<file path="src/hdl/josephus_elimination_order_assert.svh">
// ----------------------------------------------------------------------------
// Josephus elimination order assertion macros
// Shared assertion forms for the elimination order block.
// ----------------------------------------------------------------------------
`ifndef JOSEPHUS_ELIMINATION_ORDER_ASSERT_SVH
`define JOSEPHUS_ELIMINATION_ORDER_ASSERT_SVH

// The consequent must hold in the same cycle as the antecedent.
`define JEO_ASSERT_SAME(label, clk, rst_n, ante, cons) \
    label: assert property (@(posedge clk) disable iff (!rst_n) (ante) |-> (cons)) \
        else $error("assertion failed: consequent does not hold in the same cycle");

// The consequent must hold in the cycle after the antecedent.
`define JEO_ASSERT_NEXT(label, clk, rst_n, ante, cons) \
    label: assert property (@(posedge clk) disable iff (!rst_n) (ante) |=> (cons)) \
        else $error("assertion failed: consequent does not hold in the next cycle");

`endif

</file>
<file path="src/hdl/jeo_pkg.sv">
// ----------------------------------------------------------------------------
// Josephus elimination order package
// Widths, request and result types, and the control store of the sequencer.
// ----------------------------------------------------------------------------
package jeo_pkg;

    localparam int MAX_GROUP = 64;
    localparam int PTR_W     = $clog2(MAX_GROUP);
    localparam int CNT_W     = $clog2(MAX_GROUP + 1);
    localparam int LABEL_W   = 7;
    localparam int SKIP_W    = 16;
    localparam int BIT_W     = $clog2(SKIP_W);
    localparam int STEP_W    = 3;

    typedef logic [STEP_W-1:0] t_step;

    localparam t_step ST_IDLE     = t_step'(0);
    localparam t_step ST_DIV_INIT = t_step'(1);
    localparam t_step ST_DIV_STEP = t_step'(2);
    localparam t_step ST_SCAN     = t_step'(3);
    localparam t_step ST_CHECK    = t_step'(4);
    localparam t_step ST_LOOP     = t_step'(5);

    typedef enum logic [2:0] {
        OP_NOP,
        OP_LOAD,
        OP_DIV_INIT,
        OP_DIV_STEP,
        OP_SCAN
    } t_op;

    typedef enum logic [2:0] {
        C_ALWAYS,
        C_IDLE_STAY,
        C_DIV_MORE,
        C_SCAN_MORE,
        C_JOB_DONE
    } t_cond;

    typedef struct packed {
        t_op   op;
        t_cond cond;
        t_step target;
        logic  busy;
    } t_uword;

    typedef struct packed {
        logic [LABEL_W-1:0] group_size;
        logic [SKIP_W-1:0]  skip_count;
    } t_req;

    typedef struct packed {
        logic [LABEL_W-1:0] eliminated_label;
        logic               is_last;
    } t_res;

    function automatic t_uword ucode(input t_step addr);
        t_uword w;
        case (addr)
            ST_IDLE:     w = '{op: OP_LOAD,     cond: C_IDLE_STAY, target: ST_IDLE,     busy: 1'b0};
            ST_DIV_INIT: w = '{op: OP_DIV_INIT, cond: C_ALWAYS,    target: ST_DIV_STEP, busy: 1'b1};
            ST_DIV_STEP: w = '{op: OP_DIV_STEP, cond: C_DIV_MORE,  target: ST_DIV_STEP, busy: 1'b1};
            ST_SCAN:     w = '{op: OP_SCAN,     cond: C_SCAN_MORE, target: ST_SCAN,     busy: 1'b1};
            ST_CHECK:    w = '{op: OP_NOP,      cond: C_JOB_DONE,  target: ST_IDLE,     busy: 1'b1};
            ST_LOOP:     w = '{op: OP_NOP,      cond: C_ALWAYS,    target: ST_DIV_INIT, busy: 1'b1};
            default:     w = '{op: OP_NOP,      cond: C_ALWAYS,    target: ST_IDLE,     busy: 1'b1};
        endcase
        return w;
    endfunction

endpackage

</file>
<file path="src/hdl/josephus_elimination_order.sv">
// Each request yields one result per member, n results for a group of n up to
// 64 (larger groups are clamped to 64). Every removal runs the bit-serial
// remainder unit, a scan visiting one circle position per cycle (at most n),
// then the check and loop control steps; busy stays high for the whole job.
// Results leave on a one-cycle strobe and the receiver cannot stall them.
// Synchronous reset returns the sequencer to idle with no result pending.
// ----------------------------------------------------------------------------
// Josephus elimination order
// Microcoded sequencer that emits the removal order of a Josephus circle.
// ----------------------------------------------------------------------------
`include "josephus_elimination_order_assert.svh"

module josephus_elimination_order
    import jeo_pkg::*;
(
    input  logic i_clk,
    input  logic i_rst_n,
    input  logic start,
    output logic busy,
    input  t_req i_req,
    output logic o_strobe,
    output t_res o_res
);

    t_step                r_step, n_step;
    logic [MAX_GROUP-1:0] r_alive, n_alive;
    logic [PTR_W-1:0]     r_ptr, n_ptr;
    logic [PTR_W-1:0]     r_n_m1, n_n_m1;
    logic [CNT_W-1:0]     r_remaining, n_remaining;
    logic [CNT_W-1:0]     r_rem, n_rem;
    logic [SKIP_W-1:0]    r_kd, n_kd;
    logic [SKIP_W-1:0]    r_quo, n_quo;
    logic [BIT_W-1:0]     r_bit, n_bit;
    logic                 r_strobe, n_strobe;
    t_res                 r_res, n_res;

    t_uword               w_uw;
    logic [CNT_W-1:0]     w_n_eff;
    logic [MAX_GROUP-1:0] w_mask;
    logic [CNT_W:0]       w_trial;
    logic                 w_ge;
    logic                 w_alive_here;
    logic                 w_hit;
    logic [PTR_W-1:0]     w_ptr_next;
    logic                 w_cond;

    always_comb begin
        w_uw = ucode(r_step);
        w_n_eff = (i_req.group_size > LABEL_W'(MAX_GROUP)) ? CNT_W'(MAX_GROUP)
                                                           : CNT_W'(i_req.group_size);
        for (int i = 0; i < MAX_GROUP; i++) begin
            w_mask[i] = CNT_W'(i) < w_n_eff;
        end
        w_trial      = {r_rem, r_quo[SKIP_W-1]};
        w_ge         = w_trial >= {1'b0, r_remaining};
        w_alive_here = r_alive[r_ptr];
        w_hit        = w_alive_here && (r_rem == '0);
        w_ptr_next   = (r_ptr == r_n_m1) ? '0 : r_ptr + PTR_W'(1);

        case (w_uw.cond)
            C_ALWAYS:    w_cond = 1'b1;
            C_IDLE_STAY: w_cond = !start || (w_n_eff == '0);
            C_DIV_MORE:  w_cond = r_bit != '0;
            C_SCAN_MORE: w_cond = !w_hit;
            C_JOB_DONE:  w_cond = r_remaining == '0;
            default:     w_cond = 1'b1;
        endcase
        n_step = w_cond ? w_uw.target : r_step + t_step'(1);

        n_alive     = r_alive;
        n_ptr       = r_ptr;
        n_n_m1      = r_n_m1;
        n_remaining = r_remaining;
        n_rem       = r_rem;
        n_kd        = r_kd;
        n_quo       = r_quo;
        n_bit       = r_bit;
        n_strobe    = 1'b0;
        n_res       = r_res;

        case (w_uw.op)
            OP_LOAD: begin
                if (start) begin
                    n_alive     = w_mask;
                    n_ptr       = '0;
                    n_n_m1      = PTR_W'(w_n_eff - CNT_W'(1));
                    n_remaining = w_n_eff;
                    n_kd        = (i_req.skip_count == '0) ? '0
                                                           : i_req.skip_count - SKIP_W'(1);
                end
            end
            OP_DIV_INIT: begin
                n_rem = '0;
                n_quo = r_kd;
                n_bit = BIT_W'(SKIP_W - 1);
            end
            OP_DIV_STEP: begin
                n_rem = w_ge ? CNT_W'(w_trial - {1'b0, r_remaining}) : CNT_W'(w_trial);
                n_quo = {r_quo[SKIP_W-2:0], 1'b0};
                n_bit = r_bit - BIT_W'(1);
            end
            OP_SCAN: begin
                n_ptr = w_ptr_next;
                if (w_hit) begin
                    n_alive[r_ptr]         = 1'b0;
                    n_remaining            = r_remaining - CNT_W'(1);
                    n_strobe               = 1'b1;
                    n_res.eliminated_label = LABEL_W'(r_ptr) + LABEL_W'(1);
                    n_res.is_last          = r_remaining == CNT_W'(1);
                end else if (w_alive_here) begin
                    n_rem = r_rem - CNT_W'(1);
                end
            end
            default: begin
            end
        endcase
    end

    always_ff @(posedge i_clk) begin
        if (!i_rst_n) begin
            r_step      <= ST_IDLE;
            r_alive     <= '0;
            r_ptr       <= '0;
            r_n_m1      <= '0;
            r_remaining <= '0;
            r_rem       <= '0;
            r_bit       <= '0;
            r_strobe    <= 1'b0;
        end else begin
            r_step      <= n_step;
            r_alive     <= n_alive;
            r_ptr       <= n_ptr;
            r_n_m1      <= n_n_m1;
            r_remaining <= n_remaining;
            r_rem       <= n_rem;
            r_bit       <= n_bit;
            r_strobe    <= n_strobe;
        end
    end

    always_ff @(posedge i_clk) begin
        r_kd  <= n_kd;
        r_quo <= n_quo;
        r_res <= n_res;
    end

    assign busy     = w_uw.busy;
    assign o_strobe = r_strobe;
    assign o_res    = r_res;

    `JEO_ASSERT_NEXT(a_hit_emits, i_clk, i_rst_n, (r_step == ST_SCAN) && w_hit, r_strobe)
    `JEO_ASSERT_SAME(a_last_empties, i_clk, i_rst_n, r_strobe && r_res.is_last, r_remaining == '0)
    `JEO_ASSERT_SAME(a_ptr_in_circle, i_clk, i_rst_n, busy, r_ptr <= r_n_m1)
    `JEO_ASSERT_SAME(a_offset_bound, i_clk, i_rst_n, r_step == ST_SCAN, r_rem < r_remaining)

endmodule
</file>
<file path="config.mk">
export PLATFORM = sky130hd
export DESIGN_NAME = josephus_elimination_order
export DESIGN_NICKNAME = d
export VERILOG_FILES = /design/src/hdl/jeo_pkg.sv /design/src/hdl/josephus_elimination_order.sv
export VERILOG_INCLUDE_DIRS = /design/src /design/src/hdl
export SDC_FILE = /design/constraint.sdc
export NUM_CORES = 1
export LEC_CHECK = 0
export BUFFER_PORTS_ARGS = -buffer_cell sky130_fd_sc_hd__buf_2
export CAP_MARGIN = 20
export CORE_AREA = 2 2 121 123
export DETAILED_ROUTE_END_ITERATION = 8
export DIE_AREA = 0 0 123 125
export GPL_TIMING_DRIVEN = 0
export PLACE_DENSITY = 0.76
export SKIP_LAST_GASP = 1
export SLEW_MARGIN = 0
export SYNTH_ARGS = -nofsm -noshare
export SYNTH_HDL_FRONTEND = slang
export SYNTH_SLANG_ARGS = --single-unit
</file>
<file path="constraint.sdc">
create_clock -name i_clk -period 10.5 [get_ports i_clk]
set_input_delay 1.05 -clock i_clk [delete_from_list [all_inputs] [get_ports i_clk]]
set_output_delay 1.05 -clock i_clk [all_outputs]
set_load 0.01 [all_outputs]
</file>
# Word level (Yosys, flattened, before mapping)
# Index checks and enable logic that the tools add are counted.
# W data, S select, Z words.
# word_totals
reg_bits,138
inputBits,26
output_inout_bits,10
elab_cells,154
# op_classes
addsub,9
order_cmp,68
n_eq_ne,19
n_mux,24
bitwise,2
n_reduce_logical,20
# ops
op,n
$lt A6 B7 Y1 const A,32
$mux W64,2
$pmux W64 S2,1
$lt A5 B7 Y1 const A,16
$and A64 B64 Y64,1
$not A64 Y64,1
$pmux W10 S6,1
$lt A4 B7 Y1 const A,8
$mux W7,6
$pmux W16 S2,1
$lt A3 B7 Y1 const A,4
$logic_not A7 Y1,3
$pmux W7 S3,1
$eq A3 B2 Y1 const B,6
$logic_not A16 Y1,1
$sub A16 B1 Y16 const B,1
$lt A1 B7 Y1 const A,2
$lt A2 B7 Y1 const A,2
$pmux W7 S2,1
$sub A7 B1 Y7 const B,2
$eq A3 B3 Y1 const B,4
$mux W6,2
$pmux W6 S2,1
$eq A3 B1 Y1 const B,3
28 further kinds,40

# Logic depth before layout (Yosys ltp)
# Gate-level depths: netlist (run 1).
# depth
depth_word,8
depth_mapped,12
depth_no_buf,11

# Worst setup path after synthesis (run 1)
# No wires, ideal clock.
# synth_path
kind,register to register
startpoint,reg r_step[2]
endpoint,reg r_rem[4]
setup_ps,120
arrival_ps,3324
t_required_ps,10380
path_slack_ps,7057
path_stages_with_launch,10
path_buffers,2
synth_period_minus_slack_ps,3443
cell_sequence,dfxtp_1 > clkbuf_1 > inv_1 > ha_1 > clkbuf_1 > nor3_2 > a21oi_1 > or4b_2 > o211a_1 > o31a_1
# synth_via
elab_chain_len,5
word_cells_on_any_way,15
cone_classes,eq/ne: 10; mux: 2; reduce/logical: 3
# synth_lines
element,line,source
start: declaration,josephus_elimination_order.sv:25,"t_step r_step, n_step;"
start signal: assignment,josephus_elimination_order.sv:130,r_step <= n_step;
"$eq A3 B3 Y1, or another cell as far along",jeo_pkg.sv:59,case (addr)
$pmux W10 S6 *,jeo_pkg.sv:59,
$eq A3 B3 Y1 or $eq A3 B2 Y1 (tied branches),josephus_elimination_order.sv:81,case (w_uw.op)
$ne A2 B2 Y1 (no source line) or $reduce_bool A3 Y1 (tied branches),-,
$reduce_and A3 Y1 (no source line),-,
end signal: assignment,josephus_elimination_order.sv:135,r_rem <= n_rem;
end: declaration,josephus_elimination_order.sv:30,"logic [CNT_W-1:0] r_rem, n_rem;"
# Mark *: on every way between the ends. The rest lies on a longest branch, timed or not.
# A chain may end at the register's enable or synchronous reset.

# Final worst setup path (run 1)
# layout_path
startpoint,reg r_step[2]
endpoint,reg r_alive[2]
# layout_via
elab_chain_len,5
word_cells_on_any_way,14
cone_classes,eq/ne: 9; mux: 2; reduce/logical: 3
# layout_lines
element,line,source
"$eq A3 B3 Y1, or another cell as far along",jeo_pkg.sv:59,
$pmux W10 S6 *,jeo_pkg.sv:59,
$eq A3 B3 Y1 or $eq A3 B1 Y1 (tied branches),josephus_elimination_order.sv:81,
$ne A2 B2 Y1 (no source line) or $reduce_bool A2 Y1 (tied branches),-,
$reduce_and A3 Y1 (no source line),-,
end signal: assignment,josephus_elimination_order.sv:131,r_alive <= n_alive;
end: declaration,josephus_elimination_order.sv:26,"logic [MAX_GROUP-1:0] r_alive, n_alive;"
# Marked as above.

==> out/metrics.cfg, run 1 <==
[place]
buffer_ports.inserted = 35
globalplace.congestion = 1.01
post-place-ws_ns = 6.94
place.detailed.instances = 1232
dp_hpwl_um = 18600
dpl-instance-area_sq_mm = 0.00871

[layout]
final_net_count = 1114
area.sequential_sq_mm = 0.00316
multiInputGateArea_sq_mm = 0.00465
final_cell_mix = 171 x sky130_fd_sc_hd__o21ai_0, 104 x sky130_fd_sc_hd__nand2_1, 98 x sky130_fd_sc_hd__dfxtp_1
layout.cells.most_common = sky130_fd_sc_hd__o21ai_0
fin_area_sq_mm = 0.00926
layout-drive-gt1-share_pct = 10.5
area_growth_syn_to_layout_pct = 12.4
final.fill_count = 1264
antennaDiodeCount = 0
final_cells = 1264

[drt]
detail_route.wl_per_cell_um = 21.4
totalWireLength_um = 27000
dr_total_vias = 8382
route.detailed.vias_per_inst = 6.63
route.antenna.remaining_nets = 0
route.detailed.drc = 0
drt_pre_antenna_iters = 7
drt_iter0_markers = 1295

[cts]
resized_gates_after_cts = 0
clock_tree.buffer_depth = 2
cts_made_buffers = 17
cts.clk_slew.worst_paths_ns = 0.06
clock_insertion_delay_at_the_later_pin_of_the_skew_report_ns = 0.44
clock-root-buffer = sky130_fd_sc_hd__clkbuf_16
cts_post_setup_buffers_inserted = 0
cts_max_level = 4
postCtsHoldBufs = 0
cts_sinks = 138
tritoncts = yes

[global_routing]
grt_antenna_before_repair = 0
grtUsageTotal_pct = 35.4
grt_first_pass_wirelength_um = 41500
largest_net_degree_at_the_start_of_global_routing = 23
grt.overflow.total = 0
vias_in_the_first_global_route = 7591

[synth]
synth_fp_nets = 1057
synth_cell_types = 64
ys_warn_count = 0
synth_sequential_area_ratio_pct = 38.4
synth.top_cells.by_area = sky130_fd_sc_hd__dfxtp_1 24%, sky130_fd_sc_hd__edfxtp_1 15%, sky130_fd_sc_hd__o21ai_0 10%, sky130_fd_sc_hd__nand2_1 4.7%, sky130_fd_sc_hd__a21oi_1 4.6%
synth_seq_cells = 138
yosys_top_cell_area_share_pct = 23.8
synth_flop_cell = sky130_fd_sc_hd__dfxtp_1
synthesis.area_sq_mm = 0.00824
syn_area_per_cell_sq_um = 8.16
synth-async-reset-ratio_pct = 0
number_of_enable_flip_flop_cells_after_synthesis = 40
synthDominantAreaCellType = sky130_fd_sc_hd__dfxtp_1
synthesis.instances = 1010

[critical_path]
timing.rr.start = r_step[2]
path_class = reg -> reg
cp-start-kind = register
arrival_worst_endpoint_ns = 3.93
timing.critical_path.required_ns = 10.86
path_max_fanout = 18
critical_path.endpoint_type = register
critPathLaunch = r_step[2]

[power]
leakagePower_nw = 3.36
power-per-cell-area_mw_per_mm2 = 240
max_rail_drop_vdd_mv = 0.128

[floorplan]
start_util_pct = 58.0
rows = 44
chipHeight_um = 125
chip_width_um = 123
die_area_sq_mm = 0.0154
placeable_area_sq_mm = 0.0142
number_of_placed_i_o_pins = 36

[timing]
max_slew_margin_pct = 33.0
grt_setup_unrepaired = no
min_period_ns = 3.57
tns_ns = 0
final_min_period_over_clock_period_pct = 34.0
fmax_ghz = 0.280
skew_ns = 0.00819
finalSetupViolCount = 0
post-route-worst-setup-slack_ns = 6.93
slew_violations = 0
finalHoldViolCount = 0
timing_worst_slew_pin_value_ns = 1.00

[job]
cap_violations = 0

[outcome]
status = completed

[worst_hold_path]
hold_path.class = reg -> reg
hold_path.startpoint = r_bit[3]

## report_power, final
part	internal (mW)	switching (mW)	total, mW	leakage [nW]
Combinational	0.316	0.520	0.837	1.90
Sequential	0.729	0.0835	0.812	1.19
Clock	0.327	0.246	0.572	0.275
Total	1.37	0.849	2.22	3.36
## registers in the layout, summed over array words and instances, names as in the netlist
register	flops
r_kd	16
r_remaining	7
r_step	3
r_bit	4
r_alive	64
o_strobe	1
r_n_m1	6
o_res	8
r_rem	7
r_ptr	6
r_quo	16
## through the flow
step | util (%) | total power, mW | hold slack [ns]
after detailed placement | 61.3 | 1.63 | 0.476
after global routing | 65.2 | 2.34 | 0.509
after floorplan | - | 1.39 | 0.450
final | 65.2 | 2.22 | 0.486
after global placement | 60.9 | 1.59 | 0.472
after CTS | 65.2 | 2.20 | 0.485
## area by class of cell
cell class	count	share of cell area [%]
multi-input combinational	775	50.2
sequential	138	34.1
clock buffer	18	4.63
buffer	69	3.51
timing repair buffer	38	2.54
tap	184	2.49
clock inverter	14	1.34
inverter	28	1.13
## logic make-up (layout without fill, tap and decap cells)
logic type               Yosys count  count (layout)  synth area share [%]
AO/OA/AOI/OAI                    387             387                  27.8
flip-flops                       138             138                  38.4
XOR/XNOR                          26              26                  2.76
multiplexers                      37              37                  5.44
adder cells (fa/ha/maj)           21              21                  3.28
AND/OR/NAND/NOR                  304             304                  17.1
buffers and inverters             97             167                  5.22
## synth_stat cells, types with 6 or more instances
master,number
sky130_fd_sc_hd__mux2i_1,29
sky130_fd_sc_hd__nor2_1,92
sky130_fd_sc_hd__a211oi_1,9
sky130_fd_sc_hd__edfxtp_1,40
sky130_fd_sc_hd__xor2_1,11
sky130_fd_sc_hd__a21oi_1,76
sky130_fd_sc_hd__nor3_1,17
sky130_fd_sc_hd__a311oi_1,12
sky130_fd_sc_hd__o31ai_1,9
sky130_fd_sc_hd__o21ai_0,171
sky130_fd_sc_hd__dfxtp_1,98
sky130_fd_sc_hd__xnor2_1,15
sky130_fd_sc_hd__inv_1,26
sky130_fd_sc_hd__nand3b_1,6
sky130_fd_sc_hd__a31oi_1,53
sky130_fd_sc_hd__buf_6,6
sky130_fd_sc_hd__mux4_2,6
sky130_fd_sc_hd__buf_2,11
sky130_fd_sc_hd__a21boi_0,8
sky130_fd_sc_hd__o22ai_1,9
sky130_fd_sc_hd__ha_1,20
sky130_fd_sc_hd__nand2_1,104
sky130_fd_sc_hd__nand2b_1,12
sky130_fd_sc_hd__nor2b_1,10
sky130_fd_sc_hd__or3_1,7
sky130_fd_sc_hd__clkbuf_1,45
sky130_fd_sc_hd__a22oi_1,8
sky130_fd_sc_hd__nand3_1,20
## worst paths after layout
check                to  slack, ns  cells past startpoint
min            r_bit[3]       0.49                      1
max reg2reg  r_alive[2]       6.93                     12
max          r_alive[2]       6.93                     12
min reg2reg    r_bit[3]       0.49                      1
## worst max-delay path, stage by stage, from the launching register on
cell and delay (ns):
sky130_fd_sc_hd__dfxtp_1 0.46, sky130_fd_sc_hd__clkbuf_1 0.35, sky130_fd_sc_hd__inv_1 0.14, sky130_fd_sc_hd__ha_1 0.21
sky130_fd_sc_hd__clkbuf_1 0.22, sky130_fd_sc_hd__nor3_1 0.30, sky130_fd_sc_hd__nand3_1 0.31, sky130_fd_sc_hd__inv_1 0.16
sky130_fd_sc_hd__buf_2 0.32, sky130_fd_sc_hd__buf_1 0.51, sky130_fd_sc_hd__buf_16 0.23, sky130_fd_sc_hd__o21ai_0 0.10
sky130_fd_sc_hd__a31oi_1 0.19
## per-layer routing
layer	track usage, %	wire length (um)	up-vias
li1	-	-	3827
met1	49.6	10900	3848
met2	48.9	11000	588
met3	11.8	3700	119
met4	16.9	1430	0
met5	0	0	-
Power figures use the tool's default switching activity.
==> inputs of run 2 (changes only) <==
--- a/config.mk
+++ b/config.mk
@@ -6,13 +6,14 @@
 export SDC_FILE = /design/constraint.sdc
 export NUM_CORES = 1
 export LEC_CHECK = 0
+export ABC_AREA = 1
 export BUFFER_PORTS_ARGS = -buffer_cell sky130_fd_sc_hd__buf_2
 export CAP_MARGIN = 20
-export CORE_AREA = 2 2 121 123
+export CORE_AREA = 2 2 124 126
 export DETAILED_ROUTE_END_ITERATION = 8
-export DIE_AREA = 0 0 123 125
+export DIE_AREA = 0 0 126 128
 export GPL_TIMING_DRIVEN = 0
-export PLACE_DENSITY = 0.76
+export PLACE_DENSITY = 0.77
 export SKIP_LAST_GASP = 1
 export SLEW_MARGIN = 0
 export SYNTH_ARGS = -nofsm -noshare
==> constraint.sdc (replaced) <==
create_clock -name i_clk -period 3.3 [get_ports i_clk]
set_input_delay 0.33 -clock i_clk [delete_from_list [all_inputs] [get_ports i_clk]]
set_output_delay 0.33 -clock i_clk [all_outputs]
set_load 0.01 [all_outputs]
==> out/metrics.cfg, run 2 <==
[outcome]
status = completed

[timing]
finalHoldViolCount = 0
fmax_ghz = 0.321
tns_ns = 0
skew_ns = 0.0105
final_min_period_over_clock_period_pct = 94.3
whs_ns = 0.194
min_period_ns = 3.11
finalSetupViolCount = 0
grt_setup_unrepaired = no
max_slew_margin_pct = 23.9
timing_worst_slew_pin_value_ns = 1.14
post-route-worst-setup-slack_ns = 0.187
slew_violations = 0

[layout]
area.sequential_sq_mm = 0.00316
layout.cells.most_common = sky130_fd_sc_hd__nand2_1
largest_reg_flops = 64
final_net_count = 1412
area_growth_syn_to_layout_pct = 12.1
antennaDiodeCount = 0
biggestRegsByFlops = r_alive (64), r_kd (16), r_quo (16)
final.fill_count = 1396
multiInputGateArea_sq_mm = 0.00457
top_register = r_alive
layout-drive-gt1-share_pct = 8.93
final_cell_mix = 286 x sky130_fd_sc_hd__nand2_1, 172 x sky130_fd_sc_hd__inv_1, 152 x sky130_fd_sc_hd__nor2_1

[drt]
route.detailed.vias_per_inst = 5.91
detail_route.wl_per_cell_um = 19.7
dr_total_vias = 9257
totalWireLength_um = 30900
route.antenna.remaining_nets = 0
route.detailed.drc = 0
drt_pre_antenna_iters = 7
drt_iter0_markers = 1022

[critical_path]
cp_slowest_stage_delay_ns = 0.71
path_class = reg -> reg
arrival_worst_endpoint_ns = 3.46
timing.reg2reg.setup_slack_ns = 0.19
rr_worst_depth = 14
reg2reg_to = r_alive[24]
timing.rr.start = r_ptr[1]
timing.critical_path.required_ns = 3.65
timing.critical_path.cells = buf_2 -> nor2_2 -> nand3_1 -> nand2_1 -> o21ai_1 -> nand2_1 -> nor2_1 -> nand2_2 -> nand3_2 -> nand2_2 -> buf_6 -> buf_4 -> o21ai_1 -> a21oi_1
cp-start-kind = register
path_max_fanout = 10
slowest_stage = sky130_fd_sc_hd__nor2_2
critical_path.endpoint_type = register

[global_routing]
grt_first_pass_wirelength_um = 47600
globalRouteMet1Util_pct = 48.7
grt.overflow.total = 0
grt_antenna_before_repair = 0
grt_use_met2_pct = 60.8
largest_net_degree_at_the_start_of_global_routing = 23
grtUsageTotal_pct = 38.9
vias_in_the_first_global_route = 8630
use_met3_pct = 8.10
grt-busiest-layer = met2

[power]
combPwrFrac_pct = 40.8
internal_power_mw = 4.71
netSwitchingPower_mw = 3.31
leakagePower_nw = 4.35
p_clk_share_pct = 25.7
max_rail_drop_vdd_mv = 0.909
power-per-cell-area_mw_per_mm2 = 820
switching_share_pct = 41.2
proportion_of_power_drawn_by_flip_flops_and_latches_pct = 33.4

[floorplan]
number_of_placed_i_o_pins = 36
placeable_area_sq_mm = 0.0149
rows = 45
chip_width_um = 126
chipHeight_um = 128
die_area_sq_mm = 0.0161
start_util_pct = 58.7

[worst_hold_path]
hold_path.class = in -> reg
hold_path.startpoint = i_req[0]
min_to = r_kd[0]
hold-path-cell-count = 2

[synth]
synth.top_cells.by_area = sky130_fd_sc_hd__dfxtp_1 22%, sky130_fd_sc_hd__edfxtp_1 14%, sky130_fd_sc_hd__nand2_1 12%, sky130_fd_sc_hd__inv_1 7.4%, sky130_fd_sc_hd__a21oi_1 6.6%
synth_cell_types = 44
number_of_enable_flip_flop_cells_after_synthesis = 40
ys_warn_count = 0
syn_area_per_cell_sq_um = 6.66
synthesis.instances = 1310
synth_sequential_area_ratio_pct = 36.2
synth_seq_cells = 138
most_frequent_cell_after_synthesis = sky130_fd_sc_hd__nand2_1
post_synth_most_frequent_cells = 286 x sky130_fd_sc_hd__nand2_1, 172 x sky130_fd_sc_hd__inv_1, 153 x sky130_fd_sc_hd__nor2_1, 115 x sky130_fd_sc_hd__a21oi_1, 102 x sky130_fd_sc_hd__o21ai_0
synth_flop_cell = sky130_fd_sc_hd__dfxtp_1
synthesis.area_sq_mm = 0.00873
synthDominantAreaCellType = sky130_fd_sc_hd__dfxtp_1
synth-async-reset-ratio_pct = 0
synth_fp_nets = 1357
yosys_top_cell_area_share_pct = 22.5

[place]
buffer_ports.inserted = 35
post-place-ws_ns = 0.305
dp_hpwl_um = 22400
globalplace.congestion = 1.01

[cts]
cts_sinks = 138
clock_tree.buffer_depth = 2
cts_max_level = 4
resized_gates_after_cts = 0
cts.clk_slew.worst_paths_ns = 0.06
tritoncts = yes
postCtsHoldBufs = 0
cts_made_buffers = 17
clock-root-buffer = sky130_fd_sc_hd__clkbuf_16
clock_insertion_delay_at_the_later_pin_of_the_skew_report_ns = 0.44
cts_post_setup_buffers_inserted = 0

[job]
cap_violations = 0

## run 2: per-stage QoR
stage          area [sq um]  cells  power [mW]  utilization [%]
2_1_floorplan          8730   1310        5.01                -
3_3_place_gp           9140   1533        5.80             61.5
3_5_place_dp           9150   1534        5.91             61.6
4_1_cts                9790   1566        7.96             65.8
5_1_grt                9790   1566        8.56             65.8
6_report               9790   1566        8.02             65.8
## run 2: how the worst max path moves through the flow
stage               from  cells past startpoint     endpoint
2_1_floorplan  r_step[0]                     10     r_rem[5]
3_3_place_gp   r_step[0]                     10     r_rem[0]
3_5_place_dp    r_ptr[1]                     11     o_res[5]
4_1_cts         r_ptr[1]                     11     o_res[2]
5_1_grt        r_step[1]                     11    r_n_m1[5]
6_report        r_ptr[1]                     14  r_alive[24]
## run 2: critical path: cells and delay by family (launching register included)
| kind | cells | cell delay [ns] |
|---|---|---|
| AO/OA/AOI/OAI | 3 | 0.41 |
| buffers and inverters | 3 | 0.57 |
| flip-flops | 1 | 0.31 |
| AND/OR/NAND/NOR | 8 | 1.70 |
## run 2: area by class of cell
cell class | count | share of cell area, %
Sequential cell | 138 | 32.3
Clock buffer | 21 | 5.14
Tap cell | 188 | 2.40
Timing Repair Buffer | 36 | 1.91
Multi-Input combinational cell | 933 | 46.7
Buffer | 55 | 3.08
Clock inverter | 11 | 1.32
Inverter | 184 | 7.08
## run 2: layer usage
layer / wire length, um / vias to the layer above
li1: - / 4414
met1: 11900 / 4196
met2: 14000 / 516
met3: 2950 / 131
met4: 2030 / 0
met5: 0 / -
## run 2: cell families after synthesis
logic type      after synthesis  synth area share, %
flops                       138                 36.2
xor+xnor                     23                 2.31
buf+inv                     239                 11.4
compound gates              324                 20.1
fa+ha+maj                    21                 3.10
simple gates                565                 26.9
## run 2: power by group through the flow
stage / Clock (mW) / Sequential [mW] / Combinational, mW
3_5_place_dp: 0 / 2.70 / 3.21
3_3_place_gp: 0 / 2.68 / 3.12
6_report: 2.06 / 2.68 / 3.28
5_1_grt: 2.14 / 2.74 / 3.68
2_1_floorplan: 0 / 2.61 / 2.41
4_1_cts: 2.05 / 2.67 / 3.24
